==> src/sv/lgpd_pkg.sv <==
package lgpd_pkg;

   localparam int SENSORS     = 4;
   localparam int IDX_W       = (SENSORS > 1) ? $clog2(SENSORS) : 1;
   localparam int TRK_W       = $clog2(SENSORS + 1);
   localparam int SAMPLE_W    = 10;
   localparam int TIME_W      = 32;
   localparam int CSR_IDX_W   = $clog2(2 * SENSORS);
   localparam int CSR_DATA_W  = 10;
   localparam int PASS_SENS_W = 2;
   localparam int TRACK_OUT_W = 3;

   localparam logic [TRK_W-1:0] NO_SENSOR = TRK_W'(SENSORS);

   typedef logic [SAMPLE_W-1:0] sample_type;
   typedef sample_type [SENSORS-1:0] sample_arr_type;

   // outcome of the candidate scan for one item
   typedef struct packed {
      logic               found;
      logic [IDX_W-1:0]   chosen;
      logic               below_detect;
      logic [SENSORS-1:0] adapt;
   } sel_type;

   typedef struct packed {
      logic                   fire;
      logic [PASS_SENS_W-1:0] pass_sensor;
      logic [TIME_W-1:0]      pass_duration;
      logic [TRK_W-1:0]       tracking_sensor;
   } res_type;

endpackage

==> src/sv/lgpd_csr.sv <==
module lgpd_csr import lgpd_pkg::*; (
   input  logic                  clock,
   input  logic                  reset,
   input  logic                  csr_we,
   input  logic [CSR_IDX_W-1:0]  csr_index,
   input  logic [CSR_DATA_W-1:0] csr_data,
   input  logic                  step_en,
   input  logic [SENSORS-1:0]    adapt,
   input  sample_arr_type        readings,
   output sample_arr_type        detect_level,
   output sample_arr_type        noise_level
);

   sample_arr_type detect_ff;
   sample_arr_type noise_ff;

   always_ff @(posedge clock) begin
      if (reset) begin
         detect_ff <= '0;
         noise_ff  <= '0;
      end else begin
         for (int k = 0; k < SENSORS; k++) begin
            if (csr_we && csr_index == CSR_IDX_W'(k)) begin
               detect_ff[k] <= csr_data;
            end
            if (csr_we && csr_index == CSR_IDX_W'(SENSORS + k)) begin
               noise_ff[k] <= csr_data;
            end else if (step_en && adapt[k]) begin
               // rejected candidate: threshold drops to its reading
               noise_ff[k] <= readings[k];
            end
         end
      end
   end

   assign detect_level = detect_ff;
   assign noise_level  = noise_ff;

endmodule

==> src/sv/lgpd_select.sv <==
module lgpd_select import lgpd_pkg::*; (
   input  sample_arr_type   readings,
   input  sample_arr_type   noise_level,
   input  sample_arr_type   detect_level,
   input  logic [TRK_W-1:0] last_passed,
   output sel_type          sel
);

   logic [SENSORS-1:0] cand;
   logic [IDX_W-1:0]   expected;
   logic [IDX_W-1:0]   first;
   logic [IDX_W-1:0]   chosen;

   always_comb begin
      // next sensor in line after the last pass, sensor 0 when none yet
      if (last_passed < TRK_W'(SENSORS - 1)) begin
         expected = IDX_W'(last_passed + TRK_W'(1));
      end else begin
         expected = '0;
      end

      for (int k = 0; k < SENSORS; k++) begin
         cand[k] = readings[k] < noise_level[k];
      end

      first = '0;
      for (int k = SENSORS - 1; k >= 0; k--) begin
         if (cand[k]) begin
            first = IDX_W'(k);
         end
      end

      chosen = cand[expected] ? expected : first;

      for (int k = 0; k < SENSORS; k++) begin
         sel.adapt[k] = cand[k] && (IDX_W'(k) != chosen) && (readings[k] >= detect_level[k]);
      end

      sel.found        = |cand;
      sel.chosen       = chosen;
      sel.below_detect = readings[chosen] < detect_level[chosen];
   end

endmodule

==> src/sv/lgpd_track.sv <==
module lgpd_track import lgpd_pkg::*; (
   input  logic              clock,
   input  logic              reset,
   input  logic              step_en,
   input  sel_type           sel,
   input  logic [TIME_W-1:0] now,
   output logic [TRK_W-1:0]  last_passed,
   output res_type           res
);

   logic [TRK_W-1:0]  tracking_ff, tracking_in;
   logic [TIME_W-1:0] below_ff, below_in;
   logic              reliable_ff, reliable_in;
   logic [TIME_W-1:0] prev_time_ff;
   logic [TRK_W-1:0]  last_ff, last_in;

   always_comb begin
      tracking_in = tracking_ff;
      below_in    = below_ff;
      reliable_in = reliable_ff;
      last_in     = last_ff;
      res         = '0;

      if (sel.found) begin
         if (TRK_W'(sel.chosen) == tracking_ff) begin
            below_in = below_ff + (now - prev_time_ff);
            if (sel.below_detect) begin
               reliable_in = 1'b1;
            end
         end else begin
            tracking_in = TRK_W'(sel.chosen);
            below_in    = '0;
            reliable_in = 1'b0;
         end
      end else if (tracking_ff != NO_SENSOR) begin
         if (reliable_ff) begin
            res.fire          = 1'b1;
            res.pass_sensor   = PASS_SENS_W'(tracking_ff);
            res.pass_duration = below_ff;
            reliable_in       = 1'b0;
            last_in           = tracking_ff;
         end
         below_in    = '0;
         tracking_in = NO_SENSOR;
      end

      res.tracking_sensor = tracking_in;
   end

   always_ff @(posedge clock) begin
      if (reset) begin
         tracking_ff  <= NO_SENSOR;
         below_ff     <= '0;
         reliable_ff  <= 1'b0;
         prev_time_ff <= '0;
         last_ff      <= NO_SENSOR;
      end else if (step_en) begin
         tracking_ff  <= tracking_in;
         below_ff     <= below_in;
         reliable_ff  <= reliable_in;
         prev_time_ff <= now;
         last_ff      <= last_in;
      end
   end

   assign last_passed = last_ff;

endmodule

==> src/sv/light_gate_pass_detector.sv <==
// channel  direction  handshake          payload
// req      in         req_valid/stall    sample_0..3, time_stamp
// rsp      out        rsp_valid/stall    fire, pass_sensor, pass_duration, tracking_sensor
// csr      in         csr_we             csr_index, csr_data
//
// one item per cycle while rsp is not stalled; each item passes the input
// register, then the scan and state update into the result register
// the scan and the tracking update fit between those two registers
// synchronous reset clears thresholds, tracking state and both valid flags
// a stalled rsp holds the result and backs up into req_stall
module light_gate_pass_detector import lgpd_pkg::*; (
   input  logic                   clock,
   input  logic                   reset,
   input  logic                   req_valid,
   output logic                   req_stall,
   input  logic [SAMPLE_W-1:0]    req_sample_0,
   input  logic [SAMPLE_W-1:0]    req_sample_1,
   input  logic [SAMPLE_W-1:0]    req_sample_2,
   input  logic [SAMPLE_W-1:0]    req_sample_3,
   input  logic [TIME_W-1:0]      req_time_stamp,
   output logic                   rsp_valid,
   input  logic                   rsp_stall,
   output logic                   rsp_fire,
   output logic [PASS_SENS_W-1:0] rsp_pass_sensor,
   output logic [TIME_W-1:0]      rsp_pass_duration,
   output logic [TRACK_OUT_W-1:0] rsp_tracking_sensor,
   input  logic                   csr_we,
   input  logic [CSR_IDX_W-1:0]   csr_index,
   input  logic [CSR_DATA_W-1:0]  csr_data
);

   logic              in_valid_ff;
   sample_arr_type    in_sample_ff;
   logic [TIME_W-1:0] in_time_ff;
   logic              out_valid_ff;
   res_type           out_ff;

   logic              advance;
   logic              step_en;
   sample_arr_type    req_samples;
   sample_arr_type    detect_level;
   sample_arr_type    noise_level;
   logic [TRK_W-1:0]  last_passed;
   sel_type           sel;
   res_type           res;

   assign req_samples = {req_sample_3, req_sample_2, req_sample_1, req_sample_0};

   assign advance   = !out_valid_ff || !rsp_stall;
   assign step_en   = in_valid_ff && advance;
   assign req_stall = in_valid_ff && !advance;

   always_ff @(posedge clock) begin
      if (reset) begin
         in_valid_ff  <= 1'b0;
         out_valid_ff <= 1'b0;
      end else begin
         if (!req_stall) begin
            in_valid_ff <= req_valid;
         end
         if (advance) begin
            out_valid_ff <= in_valid_ff;
         end
      end
   end

   always_ff @(posedge clock) begin
      if (req_valid && !req_stall) begin
         in_sample_ff <= req_samples;
         in_time_ff   <= req_time_stamp;
      end
      if (step_en) begin
         out_ff <= res;
      end
   end

   lgpd_csr u_csr (
      .clock        (clock),
      .reset        (reset),
      .csr_we       (csr_we),
      .csr_index    (csr_index),
      .csr_data     (csr_data),
      .step_en      (step_en),
      .adapt        (sel.adapt),
      .readings     (in_sample_ff),
      .detect_level (detect_level),
      .noise_level  (noise_level)
   );

   lgpd_select u_select (
      .readings     (in_sample_ff),
      .noise_level  (noise_level),
      .detect_level (detect_level),
      .last_passed  (last_passed),
      .sel          (sel)
   );

   lgpd_track u_track (
      .clock       (clock),
      .reset       (reset),
      .step_en     (step_en),
      .sel         (sel),
      .now         (in_time_ff),
      .last_passed (last_passed),
      .res         (res)
   );

   assign rsp_valid           = out_valid_ff;
   assign rsp_fire            = out_ff.fire;
   assign rsp_pass_sensor     = out_ff.pass_sensor;
   assign rsp_pass_duration   = out_ff.pass_duration;
   assign rsp_tracking_sensor = TRACK_OUT_W'(out_ff.tracking_sensor);

endmodule

==> config.mk <==
export PLATFORM = sky130hd
export DESIGN_NAME = light_gate_pass_detector
export DESIGN_NICKNAME = d
export VERILOG_FILES = /design/src/sv/lgpd_pkg.sv /design/src/sv/lgpd_csr.sv /design/src/sv/lgpd_select.sv /design/src/sv/lgpd_track.sv /design/src/sv/light_gate_pass_detector.sv
export SDC_FILE = /design/constraint.sdc
export NUM_CORES = 1
export LEC_CHECK = 0
export ABC_AREA = 0
export BUFFER_PORTS_ARGS = -buffer_cell sky130_fd_sc_hd__buf_4
export CAP_MARGIN = 20
export CORE_MARGIN = 5
export CORE_UTILIZATION = 40
export DETAILED_ROUTE_END_ITERATION = 16
export PLACE_DENSITY = 0.68
export SYNTH_ARGS = -nofsm -noshare
export SYNTH_HDL_FRONTEND = slang
export SYNTH_SLANG_ARGS = --single-unit
==> constraint.sdc <==
create_clock -name clock -period 6.2 [get_ports clock]
set_input_delay 0.31 -clock clock [delete_from_list [all_inputs] [get_ports clock]]
set_output_delay 0.31 -clock clock [all_outputs]
set_load 0.01 [all_outputs]
==> flow_summary_export.csv, run 1 <==
group,metric,value,unit
outcome,status,"finished, final reports clean",
place,port_buffers,129,
place,dpl_cell_area,0.0162,mm2
critical_path,critPathMaxStageDelay,0.51,ns
sta,rsz0062_at_grt,"false",
global_route,grt_pass1_vias,12459,
power_and_ir_drop,p_leak,0.00729,uW
finish,final_area,0.0180,mm2
finish,nets,2054,
routing,antenna_left,0,
sta,relSlewSlack,0.292,
global_route,antenna_found_initial,0,
clock_network,clock-sinks,263,
yosys,synth_cell_types,65,
clock_network,clk_pin_slew_worst_paths,0.07,ns
floorplanning,die_h,203,um
critical_path,critPathMaxFanout,22,
clock_network,htreeDepth,1,
sta,finalSetupViolCount,0,
critical_path,cp-start-kind,"register",
yosys,async_reset_ff_frac,0,
clock_network,root_buffer,"clkbuf_16",
power_and_ir_drop,p_seq_frac,0.405,
yosys,synth_flop_cell,"dfxtp_1",
clock_network,clk-insertion-delay-late,0.58,ns
critical_path,crit_slowest_cell,"a211oi_1",
critical_path,crit_cells,21,
flow_run,cap_violations,0,
power_and_ir_drop,power_switching,1390,uW
clock_network,ctsHoldBuffers,74,
routing,via_per_inst,5.29,
worst_hold_path,worstHoldPathCells,3,
critical_path,cp_cell_sequence,"ha_1, o211a_1, o21ai_0, a211oi_1, nor2_1, a32oi_1, and2_1, buf_4, mux2_2, nor2_1, a21oi_1, ha_1, a21o_1, a21o_1, a21oi_1, nor2b_1, o21ai_0, a21oi_1, or3b_2, a221oi_1, o211a_1",
global_route,grt_overflow_total,0,
global_route,grt_max_degree,87,
routing,dr.pass1.iters,5,
yosys,synthCells,1648,
floorplanning,die_w,203,um
critical_path,ff2ff_path_depth,21,
global_route,grt_usage,0.198,
floorplanning,dieArea,0.0411,mm2
yosys,synth_area_per_cell,9.01,um2
floorplanning,start_util,0.406,
routing,drt-initial-drc-count,707,
routing,wl_per_cell,17.8,um
critical_path,crit_buf_inv,1,
power_and_ir_drop,ir_drop,198,uV
routing,wl,41.1,mm
finish,mostFrequentLayoutCells,"nand2_1, inv_1, a21oi_1",
power_and_ir_drop,intPower,3410,uW
sta,maxSlewViolCount,0,
sta,hold_viol_final,0,
power_and_ir_drop,p_sw_frac,0.290,
clock_network,clock_path_buffers,3,
power_and_ir_drop,powerDensity,267,mW/mm2
critical_path,arrival,5.83,ns
power_and_ir_drop,clockPowerShare,0.379,
sta,max_freq,188,MHz
place,dpl.hpwl,29.0,mm
sta,skew,0.0251,ns
yosys,synth_seq_cells,263,
finish,fillCellCount,3421,
power_and_ir_drop,combPwrFrac,0.216,
clock_network,tritoncts,"done",
critical_path,critPathTopFamily,"compound AO/OA/AOI/OAI gates",
sta,setup-tns-final,0,ns
clock_network,post_cts_buffers,0,
sta,tightest_slew,1.06,ns
yosys,ys_warn_count,0,
yosys,synth_edf_count,110,
floorplanning,coreArea,0.0366,mm2
sta,fin_crit_sh,0.857,
floorplanning,io_pins,130,
clock_network,cts_buffers,30,
routing,route.detailed.drc,0,
critical_path,cp_data_required_time,6.72,ns
yosys,ys_seq_area_frac,0.429,
finish,diodes,0,
critical_path,cpMostUsedCell,"a21oi_1",
finish,area_delta_synth_final,21.2,%
finish,post_route_cells_drive_above_1_share,0.130,
clock_network,post_cts_resized,0,
routing,vias,12210,
floorplanning,rows,70,
critical_path,path_class,"register to register",
global_route,grt_pass1_wl,66.0,mm
finish,multi_input_area,0.00735,mm2
finish,final_common_cell,"nand2_1",
yosys,syn-num-nets,1886,
place,gp_congestion,0.932,
yosys,synth_area,0.0149,mm2
sta,fin_crit,5.31,ns
finish,seq_area,0.00637,mm2
worst_hold_path,hold_class,"input pin to register",
critical_path,endpoint_kind,"register",
==> cells in the mapped netlist (7+ instances only) <==
library cell	number	area share
a21oi_1	160	0.054
o211ai_1	14	0.0071
nand2_1	273	0.069
nor2_1	71	0.018
mux2_2	27	0.020
mux2i_1	23	0.015
xor2_1	10	0.0059
o21ai_0	62	0.021
dfxtp_1	153	0.21
ha_1	117	0.099
and2_1	7	0.0029
a311oi_1	31	0.018
nand3_1	13	0.0044
o21a_1	15	0.0076
o21ai_1	7	0.0024
edfxtp_1	110	0.22
a21o_1	21	0.011
fa_1	31	0.042
inv_1	223	0.056
clkbuf_1	70	0.018
nor3_1	21	0.0071
nor4_1	38	0.016
a211oi_1	13	0.0066
xnor2_1	16	0.0094
and3_1	8	0.0034
nand4_1	7	0.0029
nand2b_1	13	0.0055
o31ai_1	7	0.0035
==> metal layers <==
layer,GRT usage,up-vias,part of all wire
met5,0.00714,-,0
met4,0.0478,0,0.029
met3,0.0267,78,0.049
met2,0.347,320,0.48
met1,0.260,5824,0.44
li1,-,5988,-
==> power groups by stage <==
| stage | Combinational [uW] | Sequential (uW) | Clock (uW) |
|---|---|---|---|
| 3_3_place_gp | 973 | 1980 | 0 |
| 3_5_place_dp | 989 | 1980 | 0 |
| 4_1_cts | 1030 | 1950 | 1860 |
| 5_1_grt | 1160 | 1950 | 1940 |
| 2_1_floorplan | 706 | 1970 | 0 |
| 6_report | 1040 | 1940 | 1820 |
==> final cells by class <==
cell class              instances  area share
clock buffers                  45      0.0505
clock inverters                11     0.00611
inverters                     223      0.0465
multi-input cells            1079       0.408
flip-flops and latches        263       0.354
well taps                     468      0.0325
repair buffers                219       0.103
==> kinds of logic (layout without fill, tap and decap cells) <==
kind of cell,count (synthesis),after routing,synth area share
multiplexers,50,50,0.0360
AND/OR/NAND/NOR,479,479,0.143
adder cells (fa/ha/maj),148,148,0.140
buffers and inverters,306,498,0.0785
AO/OA/AOI/OAI,376,376,0.158
flip-flops,263,263,0.429
XOR/XNOR,26,26,0.0153
==> state kept, by name (all words and copies together) (netlist names) <==
signal                count
u_track.reliable_ff       1
u_csr.detect_level       40
rsp_valid                 1
rsp_pass_sensor           2
in_valid_ff               1
rsp_fire                  1
u_track.prev_time_ff     32
rsp_pass_duration        32
in_time_ff               32
u_track.last_passed       3
u_track.tracking_ff       3
u_track.below_ff         32
u_csr.noise_level        40
rsp_tracking_sensor       3
in_sample_ff             40
==> stage by stage <==
step | hold slack, ns | setup WS, ns | instances | power (uW) | util
2_1_floorplan | 0.409 | 1.50 | 1648 | 2670 | -
3_3_place_gp | 0.434 | 1.23 | 2176 | 2950 | 0.443
3_5_place_dp | 0.442 | 1.06 | 2177 | 2970 | 0.443
4_1_cts | 0.0554 | 0.955 | 2307 | 4840 | 0.491
5_1_grt | 0.0682 | 0.579 | 2308 | 5050 | 0.492
6_report | 0.0740 | 0.887 | 2308 | 4800 | 0.492
==> tightest hold or removal path: stages <==
cell     delay [ns]
buf_4          0.17
nand2_1        0.07
a21oi_1        0.05
==> final timing paths <==
check	to	slack [ns]	from
worst min register to register	u_track.below_ff[2]$_SDFFE_PP0P_	0.45	u_track.below_ff[2]$_SDFFE_PP0P_
worst max register to register	u_track.reliable_ff$_SDFFE_PP0P_	0.89	in_sample_ff[38]$_DFFE_PP_
worst min-delay path	u_csr.detect_level[3]$_SDFFE_PP0P_	0.07	csr_data[3]
worst max-delay path	u_track.reliable_ff$_SDFFE_PP0P_	0.89	in_sample_ff[38]$_DFFE_PP_
Note: power is estimated with default switching activity, not from simulation.
==> inputs of run 2 (changes only) <==
--- a/config.mk
+++ b/config.mk
@@ -7,7 +7,6 @@
 export LEC_CHECK = 0
 export ABC_AREA = 0
 export BUFFER_PORTS_ARGS = -buffer_cell sky130_fd_sc_hd__buf_4
-export CAP_MARGIN = 20
 export CORE_MARGIN = 5
 export CORE_UTILIZATION = 40
 export DETAILED_ROUTE_END_ITERATION = 16
==> constraint.sdc (replaced) <==
create_clock -name clock -period 6.75 [get_ports clock]
set_input_delay 0.3375 -clock clock [delete_from_list [all_inputs] [get_ports clock]]
set_output_delay 0.3375 -clock clock [all_outputs]
set_load 0.01 [all_outputs]
==> run 2 against run 1 <==
  * Flip-flop and latch count stayed put
  * Routed wire length is 0.12% lower
  * Global-route usage is 0.24 points lower
  * Cell area is 0.22% lower
  * Worst hold slack worse by 0.047 ns
  * Sequential share of layout area is 0.076 points higher
  * Clock power is 5% lower
  * First-iteration DRC count is 21% higher
  * Critical path type unchanged
  * Clock-buffer cell count is 6 lower
  * Register-to-register slack better by 0.56 ns
  * Via count is 1.5% lower
  * Critical path depth is 1 lower
==> flow_summary_export.csv, run 2 (synthesis results as in run 1) <==
group,metric,value,unit
critical_path,cp_cell_sequence,"ha_1, a2111oi_0, or4_1, and4_1, o221ai_1, and2_1, inv_1, nand2_1, o211ai_1, o21ai_0, ha_1, a21o_1, a21o_1, a21oi_1, nor2b_1, o21ai_0, a21oi_1, or3b_2, a221oi_1, o211a_1",
clock_network,root_buffer,"clkbuf_16",
power_and_ir_drop,p_leak,0.00726,uW
routing,route.detailed.drc,0,
place,gp_congestion,0.957,
finish,mostFrequentLayoutCells,"nand2_1, inv_1, a21oi_1",
place,dp.cells,2174,
clock_network,cts_buffers,30,
finish,diodes,0,
critical_path,endpoint_kind,"register",
global_route,grt_overflow_total,0,
floorplanning,rows,70,
finish,area_delta_synth_final,20.9,%
sta,finalSetupViolCount,0,
sta,maxSlewViolCount,0,
finish,post_route_cells_drive_above_1_share,0.127,
clock_network,clock-sinks,263,
power_and_ir_drop,powerDensity,248,mW/mm2
floorplanning,die_w,203,um
sta,fin_crit_sh,0.785,
routing,via_per_inst,5.22,
sta,hold_viol_final,0,
global_route,grt_max_degree,77,
floorplanning,start_util,0.406,
critical_path,crit_slowest_cell,"inv_1",
sta,skew,0.0105,ns
finish,fin_cells,2303,
finish,final_area,0.0180,mm2
sta,fin_crit,5.30,ns
critical_path,path_class,"register to register",
place,port_buffers,129,
clock_network,clk-insertion-delay-late,0.57,ns
finish,seq_area,0.00637,mm2
critical_path,critPathMaxFanout,40,
global_route,grt_usage,0.196,
clock_network,clk_pin_slew_worst_paths,0.06,ns
critical_path,arrival,5.82,ns
routing,vias,12032,
finish,multi_input_area,0.00735,mm2
sta,max_freq,189,MHz
global_route,grt_pass1_vias,12037,
floorplanning,io_pins,130,
sta,rsz0062_at_grt,"false",
floorplanning,coreArea,0.0366,mm2
sta,relSlewSlack,0.114,
routing,wl,41.1,mm
sta,whs,0.0267,ns
global_route,grt_pass1_wl,65.2,mm
critical_path,critPathMaxStageDelay,0.83,ns
routing,dr.pass1.iters,5,
outcome,status,"finished, final reports clean",
clock_network,tritoncts,"done",
worst_hold_path,hold_class,"input pin to register",
routing,wl_per_cell,17.8,um
routing,antenna_left,0,
floorplanning,die_h,203,um
power_and_ir_drop,ir_drop,195,uV
global_route,antenna_found_initial,0,
place,dpl.hpwl,28.7,mm
floorplanning,dieArea,0.0411,mm2
flow_run,cap_violations,0,
finish,fillCellCount,3464,
sta,tightest_slew,1.32,ns
place,dpl_cell_area,0.0162,mm2
critical_path,cp-start-kind,"register",
finish,final_common_cell,"nand2_1",
routing,drt-initial-drc-count,857,
clock_network,clock_path_buffers,3,
sta,setup-tns-final,0,ns
finish,nets,2049,
clock_network,htreeDepth,1,
critical_path,cp_data_required_time,7.26,ns
run 2: final timing paths:
path         depth (start not counted)                           endpoint  slack [ns]                         startpoint
max                                 20   u_track.reliable_ff$_SDFFE_PP0P_        1.45         in_sample_ff[21]$_DFFE_PP_
min                                  3             rsp_valid$_SDFFE_PP0N_        0.03                          rsp_stall
max reg2reg                         20   u_track.reliable_ff$_SDFFE_PP0P_        1.45         in_sample_ff[21]$_DFFE_PP_
min reg2reg                          2  u_track.below_ff[19]$_SDFFE_PP0P_        0.45  u_track.below_ff[19]$_SDFFE_PP0P_
run 2: routing by layer:
layer	global-route usage	share of wire	wire length, um	vias to the layer above
met2	0.340	0.49	20100	351
met4	0.0524	0.027	1120	0
met5	0	0	0	-
met3	0.0251	0.049	2000	64
li1	-	-	-	5979
met1	0.259	0.44	17900	5638
run 2: repair_timing:
| item | in CTS | in global routing |
|---|---|---|
| endpoints found under the setup margin | 0 | 0 |
| hold buffers | 73 | 0 |
| gates resized for setup | 0 | 0 |
| buffers inserted | 0 | 0 |
| hold endpoints to repair | 73 | 0 |
run 2: worst max-delay path, delay by kind of cell (launching register included):
family	cells	cell delay [ns]
simple gates	6	1.31
compound gates	11	2.01
flops	1	0.44
fa+ha+maj	2	0.63
buf+inv	1	0.83
run 2: where the power goes:
part	internal [uW]	switching, uW	total [uW]
combinational	394	552	946
clock	1050	666	1720
sequential	1730	52.1	1790
total	3180	1270	4450
run 2: per-stage QoR:
| stage | util | worst slack [ns] | power (uW) |
|---|---|---|---|
| after floorplan | - | 2.05 | 2450 |
| after global placement | 0.442 | 1.56 | 2710 |
| after detailed placement | 0.442 | 1.49 | 2720 |
| after CTS | 0.491 | 1.47 | 4490 |
| after global routing | 0.491 | 1.01 | 4680 |
| final | 0.491 | 1.45 | 4450 |
run 2: cell type report:
cell class | count | area share
tap | 468 | 0.0326
inverter | 223 | 0.0466
clock buffer | 39 | 0.0465
timing repair buffer | 214 | 0.0996
clock inverter | 17 | 0.0113
sequential | 263 | 0.354
multi-input combinational | 1079 | 0.409
==> inputs of run 3 (changes only) <==
--- a/config.mk
+++ b/config.mk
@@ -5,12 +5,12 @@
 export SDC_FILE = /design/constraint.sdc
 export NUM_CORES = 1
 export LEC_CHECK = 0
-export ABC_AREA = 0
+export ABC_AREA = 1
 export BUFFER_PORTS_ARGS = -buffer_cell sky130_fd_sc_hd__buf_4
 export CORE_MARGIN = 5
 export CORE_UTILIZATION = 40
 export DETAILED_ROUTE_END_ITERATION = 16
-export PLACE_DENSITY = 0.68
+export PLACE_DENSITY = 0.71
 export SYNTH_ARGS = -nofsm -noshare
 export SYNTH_HDL_FRONTEND = slang
 export SYNTH_SLANG_ARGS = --single-unit
==> constraint.sdc (replaced) <==
create_clock -name clock -period 4.8 [get_ports clock]
set_input_delay 0.24 -clock clock [delete_from_list [all_inputs] [get_ports clock]]
set_output_delay 0.24 -clock clock [all_outputs]
set_load 0.01 [all_outputs]
==> run 3 against run 2 <==
  * Combinational power increased by 54%
  * Cell count grew 5.0%
  * Area after synthesis decreased by 2.3%
  * Sequential share of layout area up 0.51 points
  * Maximum frequency increased by 33%
  * Routed wire length is 0.40% higher
  * Non-clock buffer count is 9 higher
  * Power grew 40%
  * Utilization increased by 0.49 points
  * Critical path depth increased by 5
  * Via count increased by 2.7%
  * Largest cell class unchanged
==> flow_summary_export.csv, run 3 <==
group,metric,value,unit
sta,whs,0.0148,ns
critical_path,critPathMaxStageDelay,0.50,ns
routing,vias,12358,
critical_path,cp_data_required_time,5.32,ns
clock_network,htreeDepth,1,
routing,drt-initial-drc-count,954,
clock_network,root_buffer,"clkbuf_16",
floorplanning,coreArea,0.0357,mm2
power_and_ir_drop,ir_drop,270,uV
critical_path,arrival,4.50,ns
yosys,yosysMostFrequentCell,"inv_1",
sta,hold_viol_final,0,
sta,fin_crit_sh,0.830,
global_route,antenna_found_initial,1,
clock_network,clock-sinks,263,
finish,nets,2171,
sta,tightest_slew,0.991,ns
sta,max_freq,251,MHz
flow_run,cap_violations,0,
routing,via_per_inst,5.11,
floorplanning,io_pins,130,
finish,mostFrequentLayoutCells,"inv_1, nand2_1, a21oi_1",
critical_path,crit_slowest_cell,"edfxtp_1",
routing,wl_per_cell,17.1,um
routing,wl,41.3,mm
yosys,ys_warn_count,0,
sta,relSlewSlack,0.335,
global_route,grt_usage,0.200,
finish,post_route_cells_drive_above_1_share,0.111,
sta,setup_slack,0.818,ns
sta,maxSlewViolCount,0,
floorplanning,dieArea,0.0402,mm2
global_route,grt_max_degree,77,
place,dp_slack,0.909,ns
critical_path,cp-start-kind,"register",
global_route,grt_pass1_vias,12050,
clock_network,clk-insertion-delay-late,0.59,ns
routing,antenna_left,0,
sta,rsz0062_at_grt,"false",
sta,fin_crit,3.98,ns
power_and_ir_drop,p_leak,0.00767,uW
critical_path,endpoint_kind,"register",
power_and_ir_drop,powerDensity,351,mW/mm2
critical_path,cpMostUsedCell,"nand2_1",
routing,dr.pass1.iters,6,
finish,final_common_cell,"inv_1",
place,port_buffers,129,
yosys,ys_seq_area_frac,0.438,
yosys,yosysTopAreaCell,"edfxtp_1",
floorplanning,die_w,201,um
yosys,synthCells,1735,
yosys,async_reset_ff_frac,0,
critical_path,critPathMaxFanout,14,
clock_network,clock_path_buffers,3,
yosys,synth_seq_cells,263,
yosys,synth_cell_types,45,
clock_network,clk_pin_slew_worst_paths,0.06,ns
outcome,status,"finished, final reports clean",
critical_path,path_class,"register to register",
yosys,synth_edf_count,110,
clock_network,tritoncts,"done",
yosys,synth_top_area_share,0.227,
clock_network,cts_buffers,30,
clock_network,ctsHoldBuffers,85,
sta,finalSetupViolCount,0,
clock_network,post_cts_buffers,0,
floorplanning,start_util,0.406,
yosys,synth_area,0.0145,mm2
finish,area_delta_synth_final,22.0,%
place,dpl.hpwl,30.1,mm
yosys,syn-num-nets,1973,
floorplanning,rows,69,
yosys,synth_commonest_cells,"inv_1, nand2_1, a21oi_1, nor2_1, o21ai_0",
sta,skew,0.0281,ns
global_route,grt_overflow_total,0,
worst_hold_path,hold_class,"input pin to register",
clock_network,post_cts_resized,0,
floorplanning,die_h,201,um
place,gp_congestion,1.00,
yosys,synth_area_leaders,"edfxtp_1, dfxtp_1, ha_1",
yosys,synth_flop_cell,"dfxtp_1",
yosys,synth_area_per_cell,8.37,um2
global_route,grt_pass1_wl,65.9,mm
routing,route.detailed.drc,0,
sta,setup-tns-final,0,ns
[run 3: cell types whose count changed after synthesis, sizes merged, moves of 17 or more]
cell | before | now
a311oi | 31 | 0
mux2i | 23 | 0
nor2 | 71 | 179
clkbuf | 70 | 46
a21o | 21 | 4
a21oi | 160 | 181
mux2 | 27 | 0
nand3 | 13 | 56
nand2 | 273 | 253
nor4 | 38 | 3
inv | 223 | 288
o21ai | 69 | 187
[run 3: layout make-up]
class	count	area, um2
Clock inverter	8	43.8
Tap cell	461	577
Inverter	291	1090
Sequential cell	263	6370
Fill cell	3373	18000
Timing Repair Buffer	223	1890
Clock buffer	48	910
Antenna cell	1	2.50
Multi-Input combinational cell	1124	6830
[run 3: cell families (layout without fill, tap and decap cells)]
logic type | after synthesis | in the layout | share of synthesized area
buffers and inverters | 348 | 570 | 0.0927
XOR/XNOR | 32 | 32 | 0.0198
AND/OR/NAND/NOR | 513 | 513 | 0.146
AO/OA/AOI/OAI | 431 | 431 | 0.159
other | 0 | 1 | 0
flip-flops | 263 | 263 | 0.438
adder cells (fa/ha/maj) | 148 | 148 | 0.144
[run 3: worst paths after layout]
path	from	end	slack [ns]	depth (start not counted)
worst max register to register	in_sample_ff[33]$_DFFE_PP_	u_track.reliable_ff$_SDFFE_PP0P_	0.82	25
worst min register to register	u_track.below_ff[28]$_SDFFE_PP0P_	u_track.below_ff[28]$_SDFFE_PP0P_	0.46	2
worst max-delay path	in_sample_ff[33]$_DFFE_PP_	u_track.reliable_ff$_SDFFE_PP0P_	0.82	25
worst min-delay path	csr_data[3]	u_csr.detect_level[23]$_SDFFE_PP0P_	0.01	3
[run 3: worst max-delay path, delay by kind of cell, from the launching register on]
family | cells | cell delay (ns)
AND/OR/NAND/NOR | 17 | 1.72
AO/OA/AOI/OAI | 5 | 0.84
adder cells (fa/ha/maj) | 2 | 0.68
flip-flops | 1 | 0.50
buffers and inverters | 1 | 0.18
[run 3: per-layer routing]
layer / global-route usage / part of all wire
met1: 0.281 / 0.46
met2: 0.326 / 0.46
met3: 0.0257 / 0.059
met4: 0.0563 / 0.027
met5: 0 / 0
[run 3: stage by stage]
step                      utilization  total power [uW]  instances  area, um2
final                           0.496              6220       2419      17700
after global routing            0.496              6560       2419      17700
after CTS                       0.496              6250       2418      17700
after detailed placement        0.445              3960       2277      15900
after global placement          0.445              3950       2277      15900
after floorplan                     -              3560       1735      14500
[run 3: power by group]
group          switching [uW]  internal, uW  leakage, uW
Clock                     936          1290     0.000477
Sequential               83.2          2450      0.00234
Combinational             896           564      0.00486
Total                    1920          4310      0.00767
